## src/rtl/core/avtn_pkg.sv

```systemverilog
// avtn_pkg: shared types and constants for the A/V timestamp normaliser.
// No dependencies; used by avtn_track_step and av_timestamp_normalizer.
package avtn_pkg;

    // Per-track step state, time and last raw input kept apart
    typedef struct packed {
        logic [31:0] prev_stamp;
        logic [15:0] prev_step;
        logic [7:0]  resync_count;
    } t_trk;

    typedef enum logic [1:0] {
        CFG_MAX_JUMP   = 2'd0,
        CFG_DRIFT      = 2'd1,
        CFG_INPUT_GAP  = 2'd2,
        CFG_CLAMP_EN   = 2'd3
    } t_cfg_idx;

    localparam logic [15:0] JUMP_DEFAULT       = 16'd300;
    localparam logic [15:0] DRIFT_DEFAULT      = 16'd300;
    localparam logic [15:0] GAP_DEFAULT        = 16'd5000;
    localparam logic [7:0]  SYNC_PENDING_LIMIT = 8'd3;
    localparam logic [7:0]  COUNT_MAX          = 8'd255;
    localparam logic [15:0] STEP_RESET         = 16'd1;
    localparam logic [7:0]  VID_COUNT_RESET    = 8'd0;
    localparam logic [7:0]  AUD_COUNT_RESET    = 8'd1;

endpackage

```

## src/rtl/core/avtn_track_step.sv

```systemverilog
// avtn_track_step: step between raw stamps of one track, with resync counting.
// Depends on avtn_pkg (t_trk, COUNT_MAX).
module avtn_track_step (
    input  avtn_pkg::t_trk      i_trk,
    input  logic [31:0]         i_raw,
    input  logic [15:0]         i_limit,
    output avtn_pkg::t_trk      o_trk,
    output logic signed [16:0]  o_step
);

    logic        fwd;
    logic [31:0] step_dist;
    logic        big;

    assign fwd       = (i_raw >= i_trk.prev_stamp);
    assign step_dist = fwd ? (i_raw - i_trk.prev_stamp) : (i_trk.prev_stamp - i_raw);
    assign big       = (step_dist > {16'd0, i_limit});

    always_comb begin
        o_trk  = i_trk;
        o_step = '0;
        if (i_trk.prev_stamp == 32'd0) begin
            // first stamp only anchors the track
            o_trk.prev_stamp = i_raw;
        end else begin
            o_trk.prev_stamp = i_raw;
            if (big) begin
                if (i_trk.resync_count != avtn_pkg::COUNT_MAX) begin
                    o_trk.resync_count = i_trk.resync_count + 8'd1;
                end
                o_step = (i_trk.prev_step == 16'd0) ? 17'sd1
                                                    : $signed({1'b0, i_trk.prev_step});
            end else if (fwd) begin
                o_trk.prev_step = (step_dist == 32'd0) ? 16'd1 : step_dist[15:0];
                o_step = $signed({1'b0, step_dist[15:0]});
            end else begin
                o_step = -$signed({1'b0, step_dist[15:0]});
            end
        end
    end

endmodule

```

## src/rtl/core/av_timestamp_normalizer.sv

```systemverilog
// av_timestamp_normalizer: top level, per-track relative time with A/V sync and clamp.
// Depends on avtn_pkg and avtn_track_step.
//
// Usage:
//   s_axis carries one raw millisecond stamp per transaction: tdata is raw_ms,
//   tuser is the track (0 video, 1 audio). m_axis returns one transaction per
//   input, the low 32 bits of that track's relative time, in input order.
//   The cfg channel writes the four registers by index (o_cfg_ready is always
//   high); write only while no transaction is in flight.
//   m_axis_tvalid rises when the result register loads the step/sync/clamp
//   result of the transaction that the input register took on acceptance.
//   One transaction per cycle is sustained while m_axis_tready stays high;
//   the state update of each item lands at the same edge as its result, so
//   the next item always sees it.
//   If m_axis_tready is low the result register holds, the input register
//   takes one more transaction, then s_axis_tready drops until space frees.
//   Reset (i_rst_n low, synchronous) clears both tracks, restores register
//   defaults and marks the audio link request pending.
module av_timestamp_normalizer #(
    parameter int TIME_WIDTH = 48
) (
    input  logic        i_clk,
    input  logic        i_rst_n,
    input  logic        s_axis_tvalid,
    output logic        s_axis_tready,
    input  logic [31:0] s_axis_tdata,   // [31:0] raw_ms
    input  logic        s_axis_tuser,   // [0] kind
    output logic        m_axis_tvalid,
    input  logic        m_axis_tready,
    output logic [31:0] m_axis_tdata,   // [31:0] time_ms
    input  logic        i_cfg_valid,
    output logic        o_cfg_ready,
    input  logic [1:0]  i_cfg_index,
    input  logic [15:0] i_cfg_data
);

    localparam int DW = TIME_WIDTH + 1;

    // configuration
    logic [15:0] r_max_jump, r_drift, r_gap;
    logic        r_clamp_en;

    // pipeline
    logic        r_in_valid, r_in_kind;
    logic [31:0] r_in_raw;
    logic        r_out_valid;
    logic [31:0] r_out_time;
    logic        adv;

    // track state
    avtn_pkg::t_trk          r_vid, r_aud, n_vid, n_aud;
    logic [31:0]             r_vid_input, r_aud_input, n_vid_input, n_aud_input;
    logic [TIME_WIDTH-1:0]   r_vid_time, r_aud_time, n_vid_time, n_aud_time;

    // step of the stamped track
    avtn_pkg::t_trk          sel_trk, stp_trk;
    logic signed [16:0]      stp;
    logic [31:0]             sel_input;
    logic [TIME_WIDTH-1:0]   sel_time, stepped_time;
    logic [15:0]             limit;
    logic                    chg;

    // after step
    avtn_pkg::t_trk          v1_trk, a1_trk;
    logic [TIME_WIDTH-1:0]   v1_time, a1_time, v2_time, a2_time;
    logic [31:0]             vpi1, api1, gap;
    logic                    sync_go, sync_vid_low, sync_aud_raise;
    logic signed [DW-1:0]    d1, d2, ndrift, pdrift;
    logic                    in1, in2;

    assign o_cfg_ready   = 1'b1;
    assign adv           = r_in_valid && (!r_out_valid || m_axis_tready);
    assign s_axis_tready = !r_in_valid || adv;
    assign m_axis_tvalid = r_out_valid;
    assign m_axis_tdata  = r_out_time;

    assign limit     = (r_max_jump == 16'd0) ? avtn_pkg::JUMP_DEFAULT : r_max_jump;
    assign sel_trk   = r_in_kind ? r_aud : r_vid;
    assign sel_input = r_in_kind ? r_aud_input : r_vid_input;
    assign sel_time  = r_in_kind ? r_aud_time : r_vid_time;
    assign chg       = (sel_input != r_in_raw);

    avtn_track_step u_step (
        .i_trk   (sel_trk),
        .i_raw   (r_in_raw),
        .i_limit (limit),
        .o_trk   (stp_trk),
        .o_step  (stp)
    );

    assign stepped_time = sel_time + {{(TIME_WIDTH-17){stp[16]}}, stp};

    assign v1_trk  = (!r_in_kind && chg) ? stp_trk : r_vid;
    assign a1_trk  = (r_in_kind && chg) ? stp_trk : r_aud;
    assign v1_time = (!r_in_kind && chg) ? stepped_time : r_vid_time;
    assign a1_time = (r_in_kind && chg) ? stepped_time : r_aud_time;
    assign vpi1    = r_in_kind ? r_vid_input : r_in_raw;
    assign api1    = r_in_kind ? r_in_raw : r_aud_input;

    assign pdrift = $signed({{(DW-16){1'b0}}, r_drift});
    assign ndrift = -pdrift;

    // audio sync: video drops to audio within drift, audio rises to video beyond it
    assign gap = (api1 >= vpi1) ? (api1 - vpi1) : (vpi1 - api1);
    assign sync_go = r_in_kind && (vpi1 != 32'd0)
                     && ((a1_trk.resync_count != 8'd0) || (v1_trk.resync_count != 8'd0))
                     && !((gap >= {16'd0, r_gap})
                          && (a1_trk.resync_count <= avtn_pkg::SYNC_PENDING_LIMIT));
    assign d1  = $signed({a1_time[TIME_WIDTH-1], a1_time})
               - $signed({v1_time[TIME_WIDTH-1], v1_time});
    assign in1 = (d1 <= pdrift) && (d1 >= ndrift);

    assign sync_vid_low   = sync_go && in1 && d1[DW-1];
    assign sync_aud_raise = sync_go && !in1 && d1[DW-1];
    assign v2_time        = sync_vid_low ? a1_time : v1_time;
    assign a2_time        = sync_aud_raise ? v1_time : a1_time;

    // clamp on post-sync times (video minus audio)
    assign d2  = $signed({v2_time[TIME_WIDTH-1], v2_time})
               - $signed({a2_time[TIME_WIDTH-1], a2_time});
    assign in2 = (d2 <= pdrift) && (d2 >= ndrift);

    always_comb begin
        n_vid       = v1_trk;
        n_aud       = a1_trk;
        n_vid_input = vpi1;
        n_aud_input = api1;
        if (sync_vid_low) begin
            n_vid.prev_stamp = vpi1;
        end
        if (sync_aud_raise) begin
            n_aud.prev_stamp = api1;
        end
        if (sync_go) begin
            if (a1_trk.resync_count != 8'd0) begin
                n_aud.resync_count = a1_trk.resync_count - 8'd1;
            end
            if (v1_trk.resync_count != 8'd0) begin
                n_vid.resync_count = v1_trk.resync_count - 8'd1;
            end
        end
        n_vid_time = v2_time;
        n_aud_time = a2_time;
        if (r_clamp_en && (api1 != 32'd0) && (vpi1 != 32'd0) && !in2) begin
            if (!d2[DW-1]) begin
                n_vid_time       = a2_time;
                n_vid.prev_stamp = vpi1;
            end else begin
                n_aud_time       = v2_time;
                n_aud.prev_stamp = api1;
            end
        end
    end

    // configuration writes
    always_ff @(posedge i_clk) begin
        if (!i_rst_n) begin
            r_max_jump <= avtn_pkg::JUMP_DEFAULT;
            r_drift    <= avtn_pkg::DRIFT_DEFAULT;
            r_gap      <= avtn_pkg::GAP_DEFAULT;
            r_clamp_en <= 1'b1;
        end else if (i_cfg_valid) begin
            unique case (avtn_pkg::t_cfg_idx'(i_cfg_index))
                avtn_pkg::CFG_MAX_JUMP:  r_max_jump <= i_cfg_data;
                avtn_pkg::CFG_DRIFT:     r_drift    <= i_cfg_data;
                avtn_pkg::CFG_INPUT_GAP: r_gap      <= i_cfg_data;
                avtn_pkg::CFG_CLAMP_EN:  r_clamp_en <= i_cfg_data[0];
                default: ;
            endcase
        end
    end

    // input register
    always_ff @(posedge i_clk) begin
        if (!i_rst_n) begin
            r_in_valid <= 1'b0;
        end else if (s_axis_tready) begin
            r_in_valid <= s_axis_tvalid;
        end
    end

    always_ff @(posedge i_clk) begin
        if (s_axis_tvalid && s_axis_tready) begin
            r_in_kind <= s_axis_tuser;
            r_in_raw  <= s_axis_tdata;
        end
    end

    // result register
    always_ff @(posedge i_clk) begin
        if (!i_rst_n) begin
            r_out_valid <= 1'b0;
        end else if (adv) begin
            r_out_valid <= 1'b1;
        end else if (m_axis_tready) begin
            r_out_valid <= 1'b0;
        end
    end

    always_ff @(posedge i_clk) begin
        if (adv) begin
            r_out_time <= r_in_kind ? n_aud_time[31:0] : n_vid_time[31:0];
        end
    end

    // track state
    always_ff @(posedge i_clk) begin
        if (!i_rst_n) begin
            r_vid       <= '{prev_stamp: 32'd0, prev_step: avtn_pkg::STEP_RESET,
                             resync_count: avtn_pkg::VID_COUNT_RESET};
            r_aud       <= '{prev_stamp: 32'd0, prev_step: avtn_pkg::STEP_RESET,
                             resync_count: avtn_pkg::AUD_COUNT_RESET};
            r_vid_input <= '0;
            r_aud_input <= '0;
            r_vid_time  <= '0;
            r_aud_time  <= '0;
        end else if (adv) begin
            r_vid       <= n_vid;
            r_aud       <= n_aud;
            r_vid_input <= n_vid_input;
            r_aud_input <= n_aud_input;
            r_vid_time  <= n_vid_time;
            r_aud_time  <= n_aud_time;
        end
    end

`ifndef SYNTH
    // last good step is never zero on either track
    a_step_nonzero: assert property (@(posedge i_clk) disable iff (!i_rst_n)
        (r_vid.prev_step != 16'd0) && (r_aud.prev_step != 16'd0))
        else $error("prev_step reached zero");

    // an advancing transaction always lands in the result register
    a_adv_out: assert property (@(posedge i_clk) disable iff (!i_rst_n)
        adv |=> r_out_valid)
        else $error("result register missed a transaction");

    // an empty result register never blocks the input side
    a_no_block: assert property (@(posedge i_clk) disable iff (!i_rst_n)
        !r_out_valid |-> s_axis_tready)
        else $error("input stalled with empty result register");

    // a stalled result is not overwritten
    a_hold: assert property (@(posedge i_clk) disable iff (!i_rst_n)
        (r_out_valid && !m_axis_tready) |-> !adv)
        else $error("stalled result overwritten");
`endif

endmodule

```

## config.mk

```make
export PLATFORM = sky130hd
export DESIGN_NAME = av_timestamp_normalizer
export DESIGN_NICKNAME = d
export VERILOG_FILES = /design/src/rtl/core/avtn_pkg.sv /design/src/rtl/core/avtn_track_step.sv /design/src/rtl/core/av_timestamp_normalizer.sv
export SDC_FILE = /design/constraint.sdc
export NUM_CORES = 2
export LEC_CHECK = 0
export ABC_AREA = 1
export BUFFER_PORTS_ARGS = -buffer_cell sky130_fd_sc_hd__buf_2
export CAP_MARGIN = 20
export CELL_PAD_IN_SITES_DETAIL_PLACEMENT = 0
export CELL_PAD_IN_SITES_GLOBAL_PLACEMENT = 1
export CORE_MARGIN = 5
export CORE_UTILIZATION = 30
export CTS_CLUSTER_SIZE = 16
export DETAILED_ROUTE_END_ITERATION = 12
export PLACE_DENSITY = 0.6
export SETUP_SLACK_MARGIN = 0.15
export SYNTH_ARGS = -nofsm -noshare
export SYNTH_HDL_FRONTEND = slang
export SYNTH_SLANG_ARGS = --single-unit
export TNS_END_PERCENT = 50
```

## constraint.sdc

```tcl
create_clock -name i_clk -period 23.8 [get_ports i_clk]
set_input_delay 4.76 -clock i_clk [delete_from_list [all_inputs] [get_ports i_clk]]
set_output_delay 4.76 -clock i_clk [all_outputs]
set_load 0.05 [all_outputs]
```

After elaboration in Yosys (flattened, before gate mapping)
Index checks and enable logic that the tools add are counted.
{"block": "word_totals", "inputBits": 56, "register_bits": 388, "elab_cells": 127}
{"block": "op_classes", "add_sub_neg": 12, "n_reduce_logical": 42, "n_eq_ne": 5, "n_mux": 40, "n_lt_le_gt_ge": 9}
{"operator": "32-bit two-way mux", "count": 12}
{"operator": "48-bit two-way mux", "count": 8}
{"operator": "56-bit two-way mux", "count": 3}
{"operator": "32-bit subtractor", "count": 4}
{"operator": "49-bit >= comparator", "count": 2}
{"operator": "49-bit by 17-bit <= comparator with 1-bit output", "count": 2}
{"operator": "48-bit by 48-bit subtractor with 49-bit output", "count": 2}
{"operator": "16-bit two-way mux", "count": 5}
{"operator": "32-bit >= comparator", "count": 2}
{"operator": "32-bit logical NOT", "count": 2}
{"operator": "32-bit nonzero test", "count": 2}
{"operator": "17-bit two-way mux", "count": 3}
{"operator": "16-bit negation with 49-bit output", "count": 1}
{"operator": "48-bit adder", "count": 1}
{"operator": "8-bit two-way mux", "count": 6}
{"operator": "32-bit by 16-bit >= comparator with 1-bit output", "count": 1}
{"operator": "32-bit by 16-bit > comparator with 1-bit output", "count": 1}
{"operator": "16-bit logical NOT", "count": 2}
{"operator": "32-bit inequality test", "count": 1}
{"operator": "24-bit two-way mux", "count": 1}
{"operator": "1-bit logical AND", "count": 17}
{"operator": "16-bit negation with 17-bit output", "count": 1}
{"operator": "8-bit nonzero test", "count": 2}
{"operator": "8-bit by 1-bit subtractor with 8-bit output, second input constant", "count": 2}
{"operator": "other kinds (11)", "count": 25}

Longest topological paths before layout
{"block": "depth", "depth_word": 23, "depth_mapped": 131}

By module
A second synthesis with hierarchy kept.
{"block": "hier_totals", "hier_cells": 8521, "area_unflattened_um2": 48741.7}
{"module": "av_timestamp_normalizer", "area_each_um2": 41639.9, "cells_per_inst": 7068, "n_inst": 1}
{"module": "avtn_track_step", "area_each_um2": 7101.8, "cells_per_inst": 1453, "n_inst": 1}

Least setup slack after synthesis
Ideal clock, no wire load.
{"block": "synth_path", "path_type": "register -> register", "from": "register r_in_kind", "to": "register r_out_time[29] (netlist: m_axis_tdata[29]), data pin", "t_arrival_ns": 17.008, "setup_ns": 0.255, "n_path_buf": 10, "path_stages_with_launch": 97, "synth_period_minus_slack_ns": 17.262, "path_slack_ns": 6.538, "cell_sequence": "edfxtp_1 -> buf_2 -> buf_2 -> o21ai_0 -> inv_1 -> ha_1 -> buf_2 -> nand2_1 -> nor2_2 -> nand2_1 -> o21ai_2 -> inv_1 -> nand2_4 -> buf_6 -> clkbuf_1 -> clkbuf_1 -> nor2_1 -> a31oi_1 -> [... 61 more ...] -> nor2_1 -> a2111oi_0 -> o221a_2 -> o221ai_1 -> a221oi_1 -> o221ai_1 -> nand2_1 -> o211ai_1 -> a21oi_1 -> nand2_1 -> o21ai_0 -> nand2_4 -> nand2_4 -> inv_2 -> buf_2 -> nand2_1 -> nand3_1 -> and2_1"}
{"block": "synth_between", "elab_chain_len": 23, "elab_cells_between_ends": 70}
{"element": "from (decl)", "line": "av_timestamp_normalizer.sv:44", "text": "logic r_in_valid, r_in_kind;"}
{"element": "from (signal assigned)", "line": "av_timestamp_normalizer.sv:184", "text": "r_in_kind <= s_axis_tuser;"}
{"element": "56-bit two-way mux", "line": "av_timestamp_normalizer.sv:78", "text": "assign sel_trk = r_in_kind ? r_aud : r_vid;"}
{"element": "32-bit subtractor / 32-bit >= comparator (equally long branches)", "line": "avtn_track_step.sv:16, avtn_track_step.sv:15"}
{"element": "32-bit two-way mux", "line": "avtn_track_step.sv:16", "text": "assign step_dist = fwd ? (i_raw - i_trk.prev_stamp) : (i_trk.prev_stamp - i_raw);"}
{"element": "16-bit negation with 17-bit output", "line": "avtn_track_step.sv:37", "text": "o_step = -$signed({1'b0, step_dist[15:0]});"}
{"element": "17-bit two-way mux", "line": "avtn_track_step.sv:33", "text": "end else if (fwd) begin"}
{"element": "17-bit two-way mux", "line": "avtn_track_step.sv:27", "text": "if (big) begin"}
{"element": "17-bit two-way mux", "line": "avtn_track_step.sv:22", "text": "if (i_trk.prev_stamp == 32'd0) begin"}
{"element": "48-bit adder", "line": "av_timestamp_normalizer.sv:91", "text": "assign stepped_time = sel_time + {{(TIME_WIDTH-17){stp[16]}}, stp};"}
{"element": "[... 7 more ...]"}
{"element": "48-bit two-way mux", "line": "av_timestamp_normalizer.sv:116", "text": "assign a2_time = sync_aud_raise ? v1_time : a1_time;"}
{"element": "48-bit by 48-bit subtractor with 49-bit output", "line": "av_timestamp_normalizer.sv:120", "text": "- $signed({a2_time[TIME_WIDTH-1], a2_time});"}
{"element": "49-bit by 17-bit <= comparator with 1-bit output / 49-bit >= comparator (equally long branches)", "line": "av_timestamp_normalizer.sv:121", "text": "assign in2 = (d2 <= pdrift) && (d2 >= ndrift);"}
{"element": "1-bit logical AND", "line": "av_timestamp_normalizer.sv:121"}
{"element": "1-bit logical NOT", "line": "av_timestamp_normalizer.sv:144", "text": "if (r_clamp_en && (api1 != 32'd0) && (vpi1 != 32'd0) && !in2) begin"}
{"element": "1-bit logical AND", "line": "av_timestamp_normalizer.sv:144"}
{"element": "48-bit two-way mux", "line": "av_timestamp_normalizer.sv:144"}
{"element": "32-bit two-way mux *", "line": "av_timestamp_normalizer.sv:202", "text": "r_out_time <= r_in_kind ? n_aud_time[31:0] : n_vid_time[31:0];"}
{"element": "to (signal assigned)", "line": "av_timestamp_normalizer.sv:202"}
{"element": "to (decl)", "line": "av_timestamp_normalizer.sv:47", "text": "logic [31:0] r_out_time;"}
Mark *: on every way between the ends. The rest lies on a longest branch, timed or not.
A chain may end at the register's enable or synchronous reset.

Worst setup path in the final report
{"block": "layout_path", "from": "register r_in_kind", "to": "register r_out_time[16] (netlist: m_axis_tdata[16]), data pin"}
The elaborated chain is that of the path after synthesis.

==> reports/metrics.csv <==
stage,metric,value,unit
status,status,"finished, final reports clean",
detailed_routing,first_iter_violations,3333,
die,start_util,0.3009,
layout,layout.nets,7965,
layout,utilization,0.3304,
yosys,synthArstFlopShare,0,
pwr,ir_drop,0.1383,mV
die,fp-row-count,142,
worst_setup_path,crit_path_max_fanout,66,
yosys,synth_area,44900,um^2
pwr,p_seq_frac,0.156,
cts,htreeDepth,2,
yosys,yosysTopAreaCell,nand2_1,
worst_setup_path,required,24.23,ns
global_route,grt_util_all_layers,0.2371,
detailed_routing,first_pass_iters,6,
yosys,avgSynthCellArea,5.943,um^2
pwr,p_per_area,107.8,nW/um^2
worst_setup_path,crit_start,r_in_kind,
placed_design,dpl_cell_area,47280,um^2
yosys,synthFlopType,dfxtp_1,
placed_design,io_buffers,89,
sta,min_period,21.68,ns
detailed_routing,drt.antenna.violating_nets,0,
pwr,intPower,2366,uW
yosys,seq_area_frac_synth,0.1875,
detailed_routing,wire_per_inst,20.55,um
global_route,grt.overflow.total,0,
layout,final_area,49310,um^2
sta,hold_viol_final,0,
worst_setup_path,slowest_stage,fa_1,
worst_setup_path,crit_top_cell,nand2_1,
die,core,149200,um^2
yosys,yosys_warnings,0,
pwr,p_clk_frac,0.169,
worst_setup_path,ff2ff_setup_slack,2.12,ns
sta,final.setup.tns,0,ns
layout,drive_gt1_frac,0.05232,
die,die_w,396.9,um
detailed_routing,viasPerCell,5.157,
worst_setup_path,crit_path_max_incr_delay,0.53,ns
global_route,grt_antenna_before_repair,4,
yosys,syn-instance-count,7555,
layout,fill_cells,16760,
sta,fmax,46.13,MHz
pwr,swShare,0.5546,
detailed_routing,vias,48860,
cts,clockBufferDepth,3,
die,io_pins,91,
yosys,synth_top_area_share,0.1814,
sta,final_max_slew_viol_count,0,
worst_setup_path,critPathKind,register to register,
sta,tightest_slew,1.086,ns
worst_setup_path,rr_endpoint,m_axis_tdata[16],
global_route,grt_pass1_wl,290100,um
cts,clk_transition_reported_paths,0.06,ns
detailed_routing,routed_wirelength,194700,um
worst_setup_path,reg2reg_from,r_in_kind,
layout,seq_area,8418,um^2
worst_setup_path,crit_path_end_kind,register,
pwr,p_switching,2947,uW
detailed_routing,drcViolationCount,0,
pwr,power_frac_comb,0.675,
sta,fin_hold_ws,0.4662,ns
worst_setup_path,r2r_cells,111,
yosys,syn_nets,8036,
global_route,grt_pass1_vias,46450,
cts,clock-root-buffer,clkbuf_16,
layout,multiInputGateArea,31350,um^2
cts,clk_latency,0.69,ns
sta,setup_viol,0,
cts,cts_num_sinks,388,
cts,cts_tree,done,
layout,area_growth,9.814,%
layout,final_cell_mix,"nand2_1 (2168), inv_1 (993), o21ai_0 (858)",
worst_setup_path,worstSetupEndpoint,m_axis_tdata[16],
sta,rsz0062_at_grt,no,
layout,antenna_cells,0,
flow_run,maxCapViolCount,0,
die,dieHeight,396.9,um
die,die_area,157500,um^2
placed_design,dp_hpwl,150300,um
pwr,p_leak,0.02390,uW
cts,cts_buffers,55,
sta,max_slew_margin,0.2687,
sta,finalClockSkew,0.02579,ns
yosys,ys_types,67,
yosys,ys_ff_latch,388,
sta,fin_crit_sh,0.9108,
worst_hold_path,worstHoldPathType,register to register,
cts,cts_hold_buf,0,
worst_setup_path,cp_data_arrival_time,22.11,ns
layout,layout_commonest_cell,nand2_1,
global_route,grt_max_degree,160,
placed_design,gp_congestion,0.9321,
yosys,synth_edf_count,65,
worst_setup_path,cp-start-kind,register,
worst_hold_path,worstHoldStart,r_gap[4],
yosys,synth_area_leaders,"nand2_1 (18%), dfxtp_1 (14%), ha_1 (12%)",
## logic make-up after synthesis
logic type | after synthesis | synth area share
buf+inv | 1349 | 0.1168
simple gates | 3314 | 0.3073
compound gates | 1842 | 0.2223
mux | 9 | 0.002006
flops | 388 | 0.1875
xor+xnor | 227 | 0.04445
other cells | 1 | 0.00008352
fa+ha+maj | 425 | 0.1196
## sequential cells by signal, summed over array words and instances, names as in the netlist, 32 cells and up
register and count:
r_aud 56, r_vid 56, r_aud_time 48, r_vid_time 48
m_axis_tdata 32, r_aud_input 32, r_in_raw 32, r_vid_input 32
## what timing repair did
action	4_1_cts	5_1_grt
gates resized for setup	0	15
buffers inserted	0	2
endpoints found under the setup margin	0	192
## Yosys cell counts, types with 10 or more instances
library cell  instances
clkbuf_1            233
nand4_1              86
a21oi_1             655
buf_6                11
a21o_1               13
a31oi_1              29
nor4_1               46
nor2_2               12
nand3b_1             10
nand2_2              21
edfxtp_1             65
o21bai_1             31
ha_1                418
buf_1                22
clkinv_1             12
nand2_1            2170
o31ai_1              10
or2_0                12
xor2_1              170
buf_4                10
buf_2                38
dfxtp_1             323
or2_2                18
o211ai_1             99
xnor2_1              56
or2_1                10
o21a_1               31
o21ai_1              32
nor3_1               49
a211oi_1             27
inv_1               994
o21ai_0             861
nor2_1              405
and2_1               33
nand3_1             420
inv_2                28
## how the worst min path moves through the flow
stage                     end  depth (start not counted)
floorplan           r_gap[10]                          2
global placement    r_gap[11]                          2
detailed placement  r_gap[11]                          2
global route         r_gap[4]                          2
finish               r_gap[4]                          2
CTS                  r_gap[4]                          2
## metrics by stage
| stage | setup WS [ns] | total power [uW] | instances |
|---|---|---|---|
| floorplan | 6.538 | 3323 | 7555 |
| global placement | 1.474 | 4364 | 9367 |
| detailed placement | 1.232 | 4365 | 9367 |
| CTS | 1.127 | 5294 | 9470 |
| global route | 0.1330 | 5787 | 9474 |
| finish | 2.124 | 5313 | 9474 |
## layout make-up
type,instances,share of cell area
well taps,1944,0.04933
clock inverters,28,0.006826
repair buffers,186,0.02560
repair inverters,1,0.0001015
multi-input cells,5818,0.6359
clock buffers,75,0.03238
inverters,1034,0.07917
flip-flops and latches,388,0.1707
## power groups by stage
stage          Sequential (uW)  Combinational (uW)  Clock [uW]
4_1_cts                    826                3540         924
6_report                   826                3590         899
3_5_place_dp               839                3530           0
5_1_grt                    833                4010         945
3_3_place_gp               840                3520           0
2_1_floorplan              851                2470           0
## metal layers
metal  GRT usage  vias up  part of all wire
met3     0.01729      246             0.038
met1      0.3012    22760              0.44
met4     0.07367        0             0.034
li1            -    24710                 -
met2      0.4265     1146              0.49
met5           0        -                 0
## critical path: cells and delay by family (launching register included)
family / cells / cell delay [ns]
compound gates: 37 / 7.88
buf+inv: 14 / 3.01
simple gates: 48 / 5.88
xor+xnor: 3 / 0.89
flops: 1 / 0.50
fa+ha+maj: 9 / 3.14
(Power assumes the default switching activity.)
